==> config.mk <==
export PLATFORM = sky130hd
export DESIGN_NAME = line_sensor_pid_steering_unit
export DESIGN_NICKNAME = d
export VERILOG_FILES = /design/src/lsps_pkg.sv /design/src/line_sensor_pid_steering_unit.sv /design/src/lsps_div.sv /design/src/lsps_mac.sv
export SDC_FILE = /design/constraint.sdc
export NUM_CORES = 2
export LEC_CHECK = 0
export ABC_AREA = 1
export ABC_CLOCK_PERIOD_IN_PS = 7400
export BUFFER_PORTS_ARGS = -buffer_cell sky130_fd_sc_hd__buf_2
export CAP_MARGIN = 20
export CORE_ASPECT_RATIO = 0.6
export CORE_MARGIN = 2
export CORE_UTILIZATION = 35
export CTS_CLUSTER_SIZE = 28
export DETAILED_ROUTE_END_ITERATION = 8
export SLEW_MARGIN = 20
export SYNTH_ARGS = -nofsm -noshare
export SYNTH_HDL_FRONTEND = slang
export SYNTH_SLANG_ARGS = --single-unit
==> constraint.sdc <==
create_clock -name clk -period 7.4 [get_ports clk]
set_input_delay 0.74 -clock clk [delete_from_list [all_inputs] [get_ports clk]]
set_output_delay 0.74 -clock clk [all_outputs]
set_load 0.02 [all_outputs]
==> src/lsps_pkg.sv <==
package lsps_pkg;

  // Field and datapath widths
  localparam int BITS_W   = 6;   // sensor bits
  localparam int SPEED_W  = 8;   // base drive speed
  localparam int GAIN_W   = 16;  // Q8.8 gains
  localparam int LIM_W    = 8;   // speed limit
  localparam int CNT_W    = 3;   // active sensor count, 0..6
  localparam int WSUM_W   = 5;   // weighted sum, -9..9
  localparam int ERR_W    = 12;  // error, Q.8
  localparam int SUM_W    = 24;  // integral, Q.8
  localparam int DER_W    = 13;  // error difference
  localparam int OPB_W    = 25;  // multiplier signed operand
  localparam int PROD_W   = 42;  // product and accumulator
  localparam int FRAC_W   = 16;  // fraction bits of the accumulated total
  localparam int CORR_W   = PROD_W - FRAC_W;
  localparam int WHEEL_W  = CORR_W + 1;
  localparam int DRV_W    = 9;   // wheel drive output
  localparam int MODE_W   = 2;

  // Divider: dividend is |wsum| * 256
  localparam int DIV_W     = 12;
  localparam int DIV_STEPS = DIV_W;
  localparam int DSTEP_W   = $clog2(DIV_STEPS);

  localparam int CFG_IDX_W  = 3;
  localparam int CFG_DATA_W = 16;

  localparam logic [CFG_IDX_W-1:0] REG_PROP_GAIN   = 3'd0;
  localparam logic [CFG_IDX_W-1:0] REG_INTEG_GAIN  = 3'd1;
  localparam logic [CFG_IDX_W-1:0] REG_DERIV_GAIN  = 3'd2;
  localparam logic [CFG_IDX_W-1:0] REG_SPEED_LIMIT = 3'd3;

  localparam logic [GAIN_W-1:0] PROP_GAIN_RST  = 16'd20480; // 80.0
  localparam logic [GAIN_W-1:0] INTEG_GAIN_RST = 16'd0;
  localparam logic [GAIN_W-1:0] DERIV_GAIN_RST = 16'd11520; // 45.0
  localparam logic [LIM_W-1:0]  SPEED_LIM_RST  = 8'd255;

  localparam logic signed [SUM_W-1:0] SUM_MAX = 24'sh7FFFFF;
  localparam logic signed [SUM_W-1:0] SUM_MIN = 24'sh800000;

  localparam logic [CNT_W-1:0] ALL_ACTIVE = 3'd6;

  // Sensor i weight, bit 0 leftmost
  localparam logic signed [WSUM_W-1:0] SENSOR_WEIGHT [BITS_W] = '{
    5'sd5, 5'sd3, 5'sd1, -5'sd1, -5'sd3, -5'sd5
  };

  typedef enum logic [MODE_W-1:0] {
    MODE_PID      = 2'd0,
    MODE_SPIN     = 2'd1,
    MODE_STRAIGHT = 2'd2
  } steer_mode_t;

  typedef enum logic [3:0] {
    S_IDLE,
    S_DIV,
    S_PREP,
    S_MUL_P,
    S_MUL_I,
    S_MUL_D,
    S_DRAIN,
    S_CORR,
    S_FIN
  } seq_state_t;

  // Multiply-accumulate control
  typedef struct packed {
    logic issue;  // start a product this cycle
    logic clear;  // this product opens a new sum
  } mac_ctl_t;

endpackage

==> src/line_sensor_pid_steering_unit.sv <==
// Channel  Dir  Handshake              Payload (lowest bit up)
// in       in   in_tvalid/in_tready    tdata: line_bits[5:0], drive_speed[13:6]
// out      out  out_tvalid/out_tready  tdata: left_drive[8:0], right_drive[17:9];
//                                      tuser: steer_mode[1:0]
// cfg      in   cfg_valid/cfg_ready    cfg_index, cfg_data
//
// A tracking sample runs from accept to result through the bit-serial divide
// (12 quotient bits, then a check that it is done), the forming of error,
// integral and difference, the shared multiplier, and truncate and clamp.
// Line-lost and all-active samples skip the divide and multiplier. in_tready is
// high only in idle, so no new sample is taken until the last result is loaded;
// a held result stalls only the last step. Sync reset restores gains, limit, loop state.
module line_sensor_pid_steering_unit import lsps_pkg::*; (
  input  logic                  clk,
  input  logic                  rst_n,
  // input beats
  input  logic                  in_tvalid,
  output logic                  in_tready,
  input  logic [15:0]           in_tdata,   // line_bits[5:0], drive_speed[13:6]
  // result beats
  output logic                  out_tvalid,
  input  logic                  out_tready,
  output logic [23:0]           out_tdata,  // left_drive[8:0], right_drive[17:9]
  output logic [MODE_W-1:0]     out_tuser,  // steer_mode[1:0]
  // register writes
  input  logic                  cfg_valid,
  output logic                  cfg_ready,
  input  logic [CFG_IDX_W-1:0]  cfg_index,
  input  logic [CFG_DATA_W-1:0] cfg_data
);

  seq_state_t state_r, state_nxt;

  // Configuration registers
  logic [GAIN_W-1:0] prop_gain_r, integ_gain_r, deriv_gain_r;
  logic [LIM_W-1:0]  speed_limit_r;

  // Controller state
  logic signed [ERR_W-1:0] prev_error_r;
  logic signed [SUM_W-1:0] error_sum_r;

  // Per-sample working registers
  logic [SPEED_W-1:0]       speed_r;
  steer_mode_t              mode_r;
  logic                     neg_r;
  logic signed [ERR_W-1:0]  err_r;
  logic signed [SUM_W-1:0]  sum_r;
  logic signed [DER_W-1:0]  deriv_r;
  logic signed [CORR_W-1:0] corr_r;

  // Output register
  logic                     out_valid_r;
  logic signed [DRV_W-1:0]  out_left_r, out_right_r;
  steer_mode_t              out_mode_r;

  // Beat decode
  logic [BITS_W-1:0]        in_bits;
  logic [SPEED_W-1:0]       in_speed;
  logic signed [WSUM_W-1:0] wsum;
  logic [CNT_W-1:0]         count;
  logic [WSUM_W-2:0]        wmag;
  steer_mode_t              in_mode;
  logic                     in_acc;

  // Sequencer outputs
  logic     div_start;
  logic     div_busy;
  logic     fin_load;
  logic     out_free;
  mac_ctl_t mac_ctl;

  logic [DIV_W-1:0]          quotient;
  logic signed [PROD_W-1:0]  acc;
  logic [GAIN_W-1:0]         mac_gain;
  logic signed [OPB_W-1:0]   mac_opb;

  // Error prep
  logic signed [ERR_W-1:0]   err_nxt;
  logic signed [SUM_W:0]     sum_wide;
  logic signed [SUM_W-1:0]   sum_nxt;
  logic signed [DER_W-1:0]   deriv_nxt;

  // Truncate and clamp
  logic signed [PROD_W-1:0]  acc_biased;
  logic signed [WHEEL_W-1:0] speed_w, corr_w, lim_w;
  logic signed [WHEEL_W-1:0] left_w, right_w;
  logic signed [DRV_W-1:0]   left_pid, right_pid;
  logic signed [DRV_W-1:0]   spd9, nspd9;
  logic signed [DRV_W-1:0]   left_out, right_out;

  // ---------------------------------------------------------------
  // Input decode: weighted sum and active count over six sensors
  // ---------------------------------------------------------------
  assign in_bits  = in_tdata[BITS_W-1:0];
  assign in_speed = in_tdata[BITS_W+SPEED_W-1:BITS_W];

  always_comb begin
    wsum  = '0;
    count = '0;
    for (int i = 0; i < BITS_W; i++) begin
      if (in_bits[i]) begin
        wsum  = wsum + SENSOR_WEIGHT[i];
        count = count + 1'b1;
      end
    end
    wmag = wsum[WSUM_W-1] ? (WSUM_W-1)'(-wsum) : wsum[WSUM_W-2:0];
    if (count == '0) begin
      in_mode = MODE_SPIN;
    end else if (count == ALL_ACTIVE) begin
      in_mode = MODE_STRAIGHT;
    end else begin
      in_mode = MODE_PID;
    end
  end

  assign in_acc   = in_tvalid && in_tready;
  assign out_free = !out_valid_r || out_tready;

  // ---------------------------------------------------------------
  // Sequencer
  // ---------------------------------------------------------------
  always_comb begin
    state_nxt = state_r;
    unique case (state_r)
      S_IDLE:  if (in_tvalid) state_nxt = (in_mode == MODE_PID) ? S_DIV : S_FIN;
      S_DIV:   if (!div_busy) state_nxt = S_PREP;
      S_PREP:  state_nxt = S_MUL_P;
      S_MUL_P: state_nxt = S_MUL_I;
      S_MUL_I: state_nxt = S_MUL_D;
      S_MUL_D: state_nxt = S_DRAIN;
      S_DRAIN: state_nxt = S_CORR;
      S_CORR:  state_nxt = S_FIN;
      S_FIN:   if (out_free) state_nxt = S_IDLE;
      default: state_nxt = S_IDLE;
    endcase
  end

  always_comb begin
    in_tready     = 1'b0;
    fin_load      = 1'b0;
    mac_ctl       = '0;
    mac_gain      = prop_gain_r;
    mac_opb       = OPB_W'(err_r);
    unique case (state_r)
      S_IDLE: in_tready = 1'b1;
      S_MUL_P: begin
        mac_ctl  = '{issue: 1'b1, clear: 1'b1};
        mac_gain = prop_gain_r;
        mac_opb  = OPB_W'(err_r);
      end
      S_MUL_I: begin
        mac_ctl  = '{issue: 1'b1, clear: 1'b0};
        mac_gain = integ_gain_r;
        mac_opb  = OPB_W'(sum_r);
      end
      S_MUL_D: begin
        mac_ctl  = '{issue: 1'b1, clear: 1'b0};
        mac_gain = deriv_gain_r;
        mac_opb  = OPB_W'(deriv_r);
      end
      S_FIN: fin_load = out_free;
      default: ;
    endcase
  end

  assign div_start = in_acc && (in_mode == MODE_PID);

  always_ff @(posedge clk) begin
    if (!rst_n) begin
      state_r <= S_IDLE;
    end else begin
      state_r <= state_nxt;
    end
  end

  // ---------------------------------------------------------------
  // Shared units
  // ---------------------------------------------------------------
  lsps_div u_div (
    .clk      (clk),
    .rst_n    (rst_n),
    .start    (div_start),
    .dividend ({wmag, 8'd0}),
    .divisor  (count),
    .busy     (div_busy),
    .quotient (quotient)
  );

  lsps_mac u_mac (
    .clk     (clk),
    .rst_n   (rst_n),
    .ctl     (mac_ctl),
    .gain    (mac_gain),
    .operand (mac_opb),
    .acc     (acc)
  );

  // ---------------------------------------------------------------
  // Error, saturated integral, difference
  // ---------------------------------------------------------------
  always_comb begin
    err_nxt  = neg_r ? -$signed(quotient) : $signed(quotient);
    sum_wide = $signed({error_sum_r[SUM_W-1], error_sum_r}) + (SUM_W+1)'(err_nxt);
    if (sum_wide[SUM_W] != sum_wide[SUM_W-1]) begin
      sum_nxt = sum_wide[SUM_W] ? SUM_MIN : SUM_MAX;
    end else begin
      sum_nxt = sum_wide[SUM_W-1:0];
    end
    deriv_nxt = DER_W'(err_nxt) - DER_W'(prev_error_r);
  end

  // ---------------------------------------------------------------
  // Truncation toward zero, wheel mix and clamp
  // ---------------------------------------------------------------
  always_comb begin
    acc_biased = acc + (acc[PROD_W-1] ? PROD_W'((1 << FRAC_W) - 1) : PROD_W'(0));
    speed_w    = $signed(WHEEL_W'({1'b0, speed_r}));
    corr_w     = WHEEL_W'(corr_r);
    lim_w      = $signed(WHEEL_W'({1'b0, speed_limit_r}));
    left_w     = speed_w + corr_w;
    right_w    = speed_w - corr_w;

    if (left_w > lim_w)       left_pid = DRV_W'(lim_w);
    else if (left_w < -lim_w) left_pid = DRV_W'(-lim_w);
    else                      left_pid = DRV_W'(left_w);

    if (right_w > lim_w)       right_pid = DRV_W'(lim_w);
    else if (right_w < -lim_w) right_pid = DRV_W'(-lim_w);
    else                       right_pid = DRV_W'(right_w);

    spd9  = $signed({1'b0, speed_r});
    nspd9 = -spd9;

    unique case (mode_r)
      MODE_SPIN: begin
        // spin toward the side of the last error
        left_out  = (prev_error_r > 0) ? spd9 : nspd9;
        right_out = (prev_error_r > 0) ? nspd9 : spd9;
      end
      MODE_STRAIGHT: begin
        left_out  = spd9;
        right_out = spd9;
      end
      default: begin
        left_out  = left_pid;
        right_out = right_pid;
      end
    endcase
  end

  // ---------------------------------------------------------------
  // Datapath registers
  // ---------------------------------------------------------------
  always_ff @(posedge clk) begin
    if (in_acc) begin
      speed_r <= in_speed;
      mode_r  <= in_mode;
      neg_r   <= wsum[WSUM_W-1];
    end
    if (state_r == S_PREP) begin
      err_r   <= err_nxt;
      sum_r   <= sum_nxt;
      deriv_r <= deriv_nxt;
    end
    if (state_r == S_CORR) begin
      corr_r <= acc_biased[PROD_W-1:FRAC_W];
    end
    if (fin_load) begin
      out_left_r  <= left_out;
      out_right_r <= right_out;
      out_mode_r  <= mode_r;
    end
  end

  // Controller state commits only on a tracking result
  always_ff @(posedge clk) begin
    if (!rst_n) begin
      prev_error_r <= '0;
      error_sum_r  <= '0;
    end else if (fin_load && (mode_r == MODE_PID)) begin
      prev_error_r <= err_r;
      error_sum_r  <= sum_r;
    end
  end

  always_ff @(posedge clk) begin
    if (!rst_n) begin
      out_valid_r <= 1'b0;
    end else if (fin_load) begin
      out_valid_r <= 1'b1;
    end else if (out_tready) begin
      out_valid_r <= 1'b0;
    end
  end

  // ---------------------------------------------------------------
  // Register writes; unknown indexes are dropped
  // ---------------------------------------------------------------
  assign cfg_ready = 1'b1;

  always_ff @(posedge clk) begin
    if (!rst_n) begin
      prop_gain_r   <= PROP_GAIN_RST;
      integ_gain_r  <= INTEG_GAIN_RST;
      deriv_gain_r  <= DERIV_GAIN_RST;
      speed_limit_r <= SPEED_LIM_RST;
    end else if (cfg_valid && cfg_ready) begin
      unique case (cfg_index)
        REG_PROP_GAIN:   prop_gain_r   <= cfg_data;
        REG_INTEG_GAIN:  integ_gain_r  <= cfg_data;
        REG_DERIV_GAIN:  deriv_gain_r  <= cfg_data;
        REG_SPEED_LIMIT: speed_limit_r <= cfg_data[LIM_W-1:0];
        default: ;
      endcase
    end
  end

  assign out_tvalid = out_valid_r;
  assign out_tdata  = {6'd0, out_right_r, out_left_r};
  assign out_tuser  = out_mode_r;

endmodule

==> src/lsps_div.sv <==
module lsps_div import lsps_pkg::*; (
  input  logic               clk,
  input  logic               rst_n,
  input  logic               start,
  input  logic [DIV_W-1:0]   dividend,
  input  logic [CNT_W-1:0]   divisor,
  output logic               busy,
  output logic [DIV_W-1:0]   quotient
);

  // Restoring division, one quotient bit per cycle.
  logic               busy_r;
  logic [DSTEP_W-1:0] cnt_r;
  logic [CNT_W-1:0]   rem_r;
  logic [DIV_W-1:0]   quo_r;
  logic [CNT_W-1:0]   dvs_r;

  logic [CNT_W:0]     trial;
  logic               ge;
  logic [CNT_W-1:0]   rem_nxt;

  always_comb begin
    trial   = {rem_r, quo_r[DIV_W-1]};
    ge      = (trial >= {1'b0, dvs_r});
    rem_nxt = ge ? CNT_W'(trial - {1'b0, dvs_r}) : trial[CNT_W-1:0];
  end

  always_ff @(posedge clk) begin
    if (!rst_n) begin
      busy_r <= 1'b0;
      cnt_r  <= '0;
    end else if (start) begin
      busy_r <= 1'b1;
      cnt_r  <= '0;
      rem_r  <= '0;
      quo_r  <= dividend;
      dvs_r  <= divisor;
    end else if (busy_r) begin
      rem_r <= rem_nxt;
      quo_r <= {quo_r[DIV_W-2:0], ge};
      cnt_r <= cnt_r + 1'b1;
      if (cnt_r == DSTEP_W'(DIV_STEPS - 1)) begin
        busy_r <= 1'b0;
      end
    end
  end

  assign busy     = busy_r;
  assign quotient = quo_r;

endmodule

==> src/lsps_mac.sv <==
module lsps_mac import lsps_pkg::*; (
  input  logic                     clk,
  input  logic                     rst_n,
  input  mac_ctl_t                 ctl,
  input  logic        [GAIN_W-1:0] gain,
  input  logic signed [OPB_W-1:0]  operand,
  output logic signed [PROD_W-1:0] acc
);

  // Shared multiplier; the product is registered and accumulated in the following cycle.
  logic signed [PROD_W-1:0] prod_r;
  logic signed [PROD_W-1:0] acc_r;
  logic                     pvld_r;
  logic                     pclr_r;

  always_ff @(posedge clk) begin
    if (!rst_n) begin
      pvld_r <= 1'b0;
      pclr_r <= 1'b0;
    end else begin
      pvld_r <= ctl.issue;
      pclr_r <= ctl.clear;
    end
  end

  always_ff @(posedge clk) begin
    if (ctl.issue) begin
      prod_r <= $signed({1'b0, gain}) * operand;
    end
    if (pvld_r) begin
      acc_r <= pclr_r ? prod_r : acc_r + prod_r;
    end
  end

  assign acc = acc_r;

endmodule

Yosys cells after proc, flatten, opt, wreduce, memory -nomap -nowiden --
Cells that the tools add are included.
Word-level totals: flip-flop bits (word level) 312, latch bits 0, memory bits (writable) 0, bits in read-only memories 0, input bits 40, logic and storage cells 145, memories 0
Cells by class: add/subtract/negate cells 22, multiply operators 1, divide/modulo/power cells 0, magnitude comparators 6, eq/ne operators 19, shifts and indexed selects 0, multiplexer cells 47, bitwise gates (word level) 1, reduce and logical (&&, ||, !) cells 21
Operators with widths (count):
- 27-bit by 9-bit greater-than comparator with 1-bit output | 2
- 27-bit < comparator | 2
- 9-bit 2-to-1 mux | 6
- 25-bit one-hot mux with 2 select lines | 1
- 24-bit 2-to-1 mux | 2
- 42-bit by 17-bit adder with 42-bit output | 1
- 42-bit adder | 1
- 17-bit by 25-bit multiplier with 42-bit output | 1
- 42-bit 2-to-1 mux | 1
- 12-bit 2-to-1 mux | 3
- 4-bit one-hot mux with 9 select lines | 1
- 9-bit one-hot mux with 2 select lines | 2
- 16-bit one-hot mux with 2 select lines | 1
- 9-bit by 26-bit adder with 27-bit output | 1
- 8-bit negation with 27-bit output | 1
- 9-bit by 26-bit subtractor with 27-bit output | 1
- 24-bit by 12-bit adder with 25-bit output | 1
- 5-bit 2-to-1 mux | 5
- 3-bit 2-to-1 mux | 8
- 4-bit 2-to-1 mux | 5
- 4-bit by 3-bit == test with 1-bit output, second input constant | 4
- 16-bit 2-to-1 mux | 1
- 3-bit by 1-bit adder with 3-bit output, second input constant | 5
- 12-bit by 12-bit subtractor with 13-bit output | 1
- other kinds (35) | 60

Depth between registers and ports, before layout --
depth in word-level cells 18, depth in mapped cells 35, gate-level depth less buffers 34

Hierarchy --
From an unflattened synthesis, not the netlist that was laid out.
Unflattened totals: cell total of the unflattened synthesis 5608, area, all modules 40233.6 µm²
By module, submodules not included:
- lsps_mac | instances 1, cells each 3013, area an instance 22153.7 µm², seq. area each 2562.5 µm²
- line_sensor_pid_steering_unit | instances 1, cells each 2476, area an instance 16967.5 µm², seq. area each 5124.9 µm²
- lsps_div | instances 1, cells each 119, area an instance 1112.3 µm², seq. area each 640.6 µm²

Worst setup path after synthesis --
Ideal clock, no wire load.
path kind register to register, start point register state_r[0], end point register u_mac.prod_r[40], data pin, arrival time 6.409 ns, data required time 7.148 ns, path slack 0.738 ns, stages on the path, launching flop included 28, buffers on the path 2, cells stage by stage dfxtp_1 -> inv_1 -> nor2_1 -> inv_1 -> nor2_2 -> buf_2 -> a22oi_1 -> o21ai_0 -> clkbuf_1 -> nand2_1 -> fa_1 -> fa_1 -> inv_1 -> fa_1 -> fa_1 -> fa_1 -> inv_1 -> fa_1 -> inv_1 -> ha_1 -> a21oi_1 -> nor2_1 -> nor2_1 -> nor2_1 -> a2111oi_0 -> nand2_1 -> nand2_1 -> nand2_1
Between the ends: word-level cells in the longest chain between the ends 3, elaborated cells between the ends (all ways) 5, classes of those cells mul (1); eq/ne (2); mux (2)
RTL lines:
- start: declaration | line line_sensor_pid_steering_unit.sv:32 | seq_state_t state_r, state_nxt;
- start signal: assignment | line line_sensor_pid_steering_unit.sv:172 | state_r <= state_nxt;
- 4-bit by 3-bit == test with 1-bit output | line line_sensor_pid_steering_unit.sv:144 | unique case (state_r)
- 16-bit one-hot mux with 2 select lines or 25-bit one-hot mux with 2 select lines (tied branches) | line line_sensor_pid_steering_unit.sv:144
- 17-bit by 25-bit multiplier with 42-bit output (*) | line lsps_mac.sv:28 | prod_r <= $signed({1'b0, gain}) * operand;
- end signal: assignment | line lsps_mac.sv:28
- end: declaration | line lsps_mac.sv:11 | logic signed [PROD_W-1:0] prod_r;
Mark *: on every way between the ends. The rest lies on a longest branch, timed or not. A chain may end at the register's enable or synchronous reset.

Worst setup path in the final report --
start point register state_r[1], end point register u_mac.prod_r[41], data pin
Same word-level chain as after synthesis.

==> metrics.md <==
| Metric | Value |
|---|---|
| Run status | `finished clean` |
| Worst Hold Depth | `1` |
| Slowest cell delay on critical path | `0.58 ns` |
| Drt pass-1 iters | `6` |
| Global-route wire length before repair | `183000 µm` |
| RR Startpoint | `state_r[1]` |
| Post-synth top area cell | `fa_1` |
| Post-CTS Hold Buffers | `0` |
| Switch Pwr | `6.914 mW` |
| Peak VDD IR | `301.4 µV` |
| Reg-to-reg slack, setup | `0.30 ns` |
| Setup-failing EPs final | `0` |
| Final Net Count | `5725` |
| # clock sinks | `312` |
| Fmax | `0.1409 GHz` |
| Tightest Hold Check Type | `in2reg` |
| Core footprint | `106800 µm²` |
| Compound-cell area share of the yosys netlist | `9.691%` |
| Cells after synthesis | `4897` |
| Vias in the first global route | `31040` |
| CP max stage cell | `fa_1` |
| Final period util | `95.91%` |
| ANT nets after route | `0` |
| YS warnings | `0` |
| Sw frac | `50.45%` |
| R2R depth | `30` |
| Adder-cell share of the synthesized area | `30.84%` |
| Reg power frac | `19.5%` |
| Clk pin slew, worst setup/hold paths | `0.07 ns` |
| I/O pins | `69` |
| Die width | `426.8 µm` |
| Largest family of logic cells by synthesized area | `adder cells` |
| CTS Buffer Depth | `3` |
| Multiplexer share of the synthesized area | `0.05332%` |
| Avg Cell Area, Syn | `7.667 µm²` |
| TNS Setup | `0 ns` |
| CTS tree | `done` |
| Clk_lat worst skew | `0.66 ns` |
| Inserted Clock Buffers | `31` |
| Syn-to-layout area delta | `10.24%` |
| Top cells by area, synth | `fa_1 21%, edfxtp_1 17%, nand2_1 11%, ha_1 10%, inv_1 9.1%` |
| Critical Path AT | `7.48 ns` |
| Xor and xnor fraction of the mapped netlist area | `3.553%` |
| Worst slew margin | `22.50%` |
| Power Dens Cells | `331.1 nW/µm²` |
| DP Cell Count | `6364` |
| GRT Overall Usage | `21.25%` |
| Most used cell, CP | `fa_1` |
| Post-route cell area | `41390 µm²` |
| Share of flip-flops with an asynchronous set or reset | `0%` |
| Ys flop type | `edfxtp_1` |
| Critical Path RT | `7.79 ns` |
| Leak | `19.92 nW` |
| Sequential area share after synthesis | `22.18%` |
| DP Wirelength | `97530 µm` |
| RR Endpoint | `u_mac.prod_r[41]` |
| Fin util | `38.75%` |
| PortBufs | `59` |
| Final Hold Vio Count | `0` |
| Die area | `110000 µm²` |
| Post-synth cell types | `65` |
| GP Congestion | `0.9924` |
| Gate power share | `67.4%` |
| CTS root buf | `clkbuf_16` |
| Setup Crit Path Kind | `reg2reg` |
| EDFF count, synth | `208` |
| Simple-gate portion of the synthesized area | `22.62%` |
| # DRC | `0` |
| Max Cap Viol | `0` |
| Total grt overflow | `0` |
| # diodes | `0` |
| Routed wire length | `116700 µm` |
| CP Launch Type | `flip-flop` |
| Slew @ Worst Pin | `1.152 ns` |
| Flops & latches, synth | `312` |
| Num rows | `93` |
| Placement Cell Area | `39830 µm²` |
| Drt wl/cell | `18.12 µm` |
| Area share of the largest cell type after synthesis | `20.74%` |
| Max FO, Critical Path | `7` |
| Initial Util | `35.15%` |
| Fraction of layout cells with a size suffix above 1 | `8.372%` |
| Final Critical Period | `7.098 ns` |
| Hold Startpoint | `in_tdata[11]` |
| Crit end category | `flip-flop` |
| Hold Path End | `speed_r[5]` |
| Slew Limit Fails | `0` |
| Post-Layout Cell Count | `6442` |
| H-tree depth | `1` |
| Largest net degree at the start of global routing | `88` |
| Vias per cell | `5.056` |
| Initial DRC count | `3329` |
| Mapped Area | `37540 µm²` |
| Hold slack | `0.2621 ns` |
| Vias | `32570` |
| Clk pwr share | `13.1%` |
| Clock Skews | `0.05161 ns` |
| Antenna violations before repair | `0` |
| Int Pwr | `6.790 mW` |
| Chip Height | `257.7 µm` |
==> metrics by stage <==
stage / power (mW) / worst slack (ns)
floorplan: 8.967 / 0.7384
global placement: 11.33 / 0.1193
detailed placement: 11.40 / -0.01870
CTS: 13.25 / 0.01340
global route: 15.05 / -0.01254
finish: 13.70 / 0.3023
==> worst max-delay path by stage <==
stage / cells after the start / slack [ns] / from / to
floorplan: 27 / 0.74 / state_r[0] / u_mac.prod_r[40]
global placement: 28 / 0.12 / state_r[2] / u_mac.prod_r[38]
detailed placement: 28 / -0.02 / state_r[2] / u_mac.prod_r[38]
CTS: 27 / 0.01 / state_r[2] / u_mac.prod_r[38]
global route: 29 / -0.01 / state_r[3] / u_mac.prod_r[36]
finish: 30 / 0.30 / state_r[1] / u_mac.prod_r[41]
==> worst max-delay path: cells and delay by family, from the launching register on <==
family,cells,cell delay [ns]
fa+ha+maj,7,3.33
buf+inv,10,1.38
simple gates,8,0.99
compound gates,4,0.59
flops,1,0.36
xor+xnor,1,0.17
==> power groups by stage <==
| stage | clock network, mW | registers [mW] | logic [mW] |
|---|---|---|---|
| 2_1_floorplan | 0 | 2.62 | 6.34 |
| 3_3_place_gp | 0 | 2.70 | 8.63 |
| 3_5_place_dp | 0 | 2.70 | 8.70 |
| 4_1_cts | 1.82 | 2.66 | 8.77 |
| 5_1_grt | 1.88 | 2.69 | 10.5 |
| 6_report | 1.79 | 2.67 | 9.24 |
==> layout by cell type (no fill, tap or decap), drive strengths merged, types with 10 or more instances in the layout <==
cell type	instances
a21o	14
a21oi	264
a22oi	27
a31oi	22
buf	175
clkbuf	34
clkinv	11
clkinvlp	11
dfxtp	104
edfxtp	208
fa	389
ha	303
inv	931
nand2	1097
nand3	233
nand4	41
nor2	550
nor3	50
nor4	15
o21a	10
o21ai	272
o21bai	17
or2	26
xnor2	45
xor2	103
==> registers in the layout (all words and copies together), names as in the netlist, 12 cells and up <==
| register | flops |
|---|---|
| u_mac.acc | 42 |
| u_mac.prod_r | 42 |
| corr_r | 26 |
| error_sum_r | 24 |
| sum_r | 24 |
| deriv_gain_r | 16 |
| integ_gain_r | 16 |
| prop_gain_r | 16 |
| deriv_r | 13 |
| err_r | 12 |
| prev_error_r | 12 |
| u_div.quotient | 12 |
==> final cells by class <==
type | count | area (µm²)
fillers | 11090 | 65430
multi-input cells | 3537 | 25340
flip-flops and latches | 312 | 8334
inverters | 935 | 3537
well taps | 1425 | 1783
repair buffers | 175 | 1282
clock buffers | 34 | 797.0
clock inverters | 23 | 309.0
repair inverters | 1 | 7.507
==> what timing repair did <==
item                                    in CTS  in global routing
setup buffers                                0                 18
pin swaps                                    0                 16
cloned                                       0                  2
endpoints found under the setup margin       2                 18
resized for setup                            3                 73
==> logic make-up (layout without fill, tap and decap cells) <==
kind of cell,count (synthesis),in the layout
compound gates,662,662
xor+xnor,148,148
fa+ha+maj,692,692
buf+inv,1053,1168
flops,312,312
mux,2,2
other cells,2,7
simple gates,2026,2026
==> cell usage after synthesis, drive strengths merged (45+ instances only) <==
| cell | count |
|---|---|
| xnor2 | 45 |
| nand2 | 1097 |
| nor2 | 550 |
| ha | 303 |
| edfxtp | 208 |
| fa | 389 |
| xor2 | 103 |
| clkbuf | 81 |
| nand3 | 233 |
| nor3 | 50 |
| dfxtp | 104 |
| a21oi | 264 |
| o21ai | 272 |
| inv | 931 |
==> layer usage <==
metal / track usage (%) / part of all wire, % / up-vias / routed length (µm)
met2: 27.17 / 36 / 1268 / 41770
met1: 35.07 / 52 / 15590 / 60240
met5: 0 / 0 / - / 0
li1: - / - / 15620 / -
met4: 2.044 / 0.98 / 0 / 1141
met3: 6.166 / 12 / 88 / 13550
Note: power is estimated with default switching activity, not from simulation.
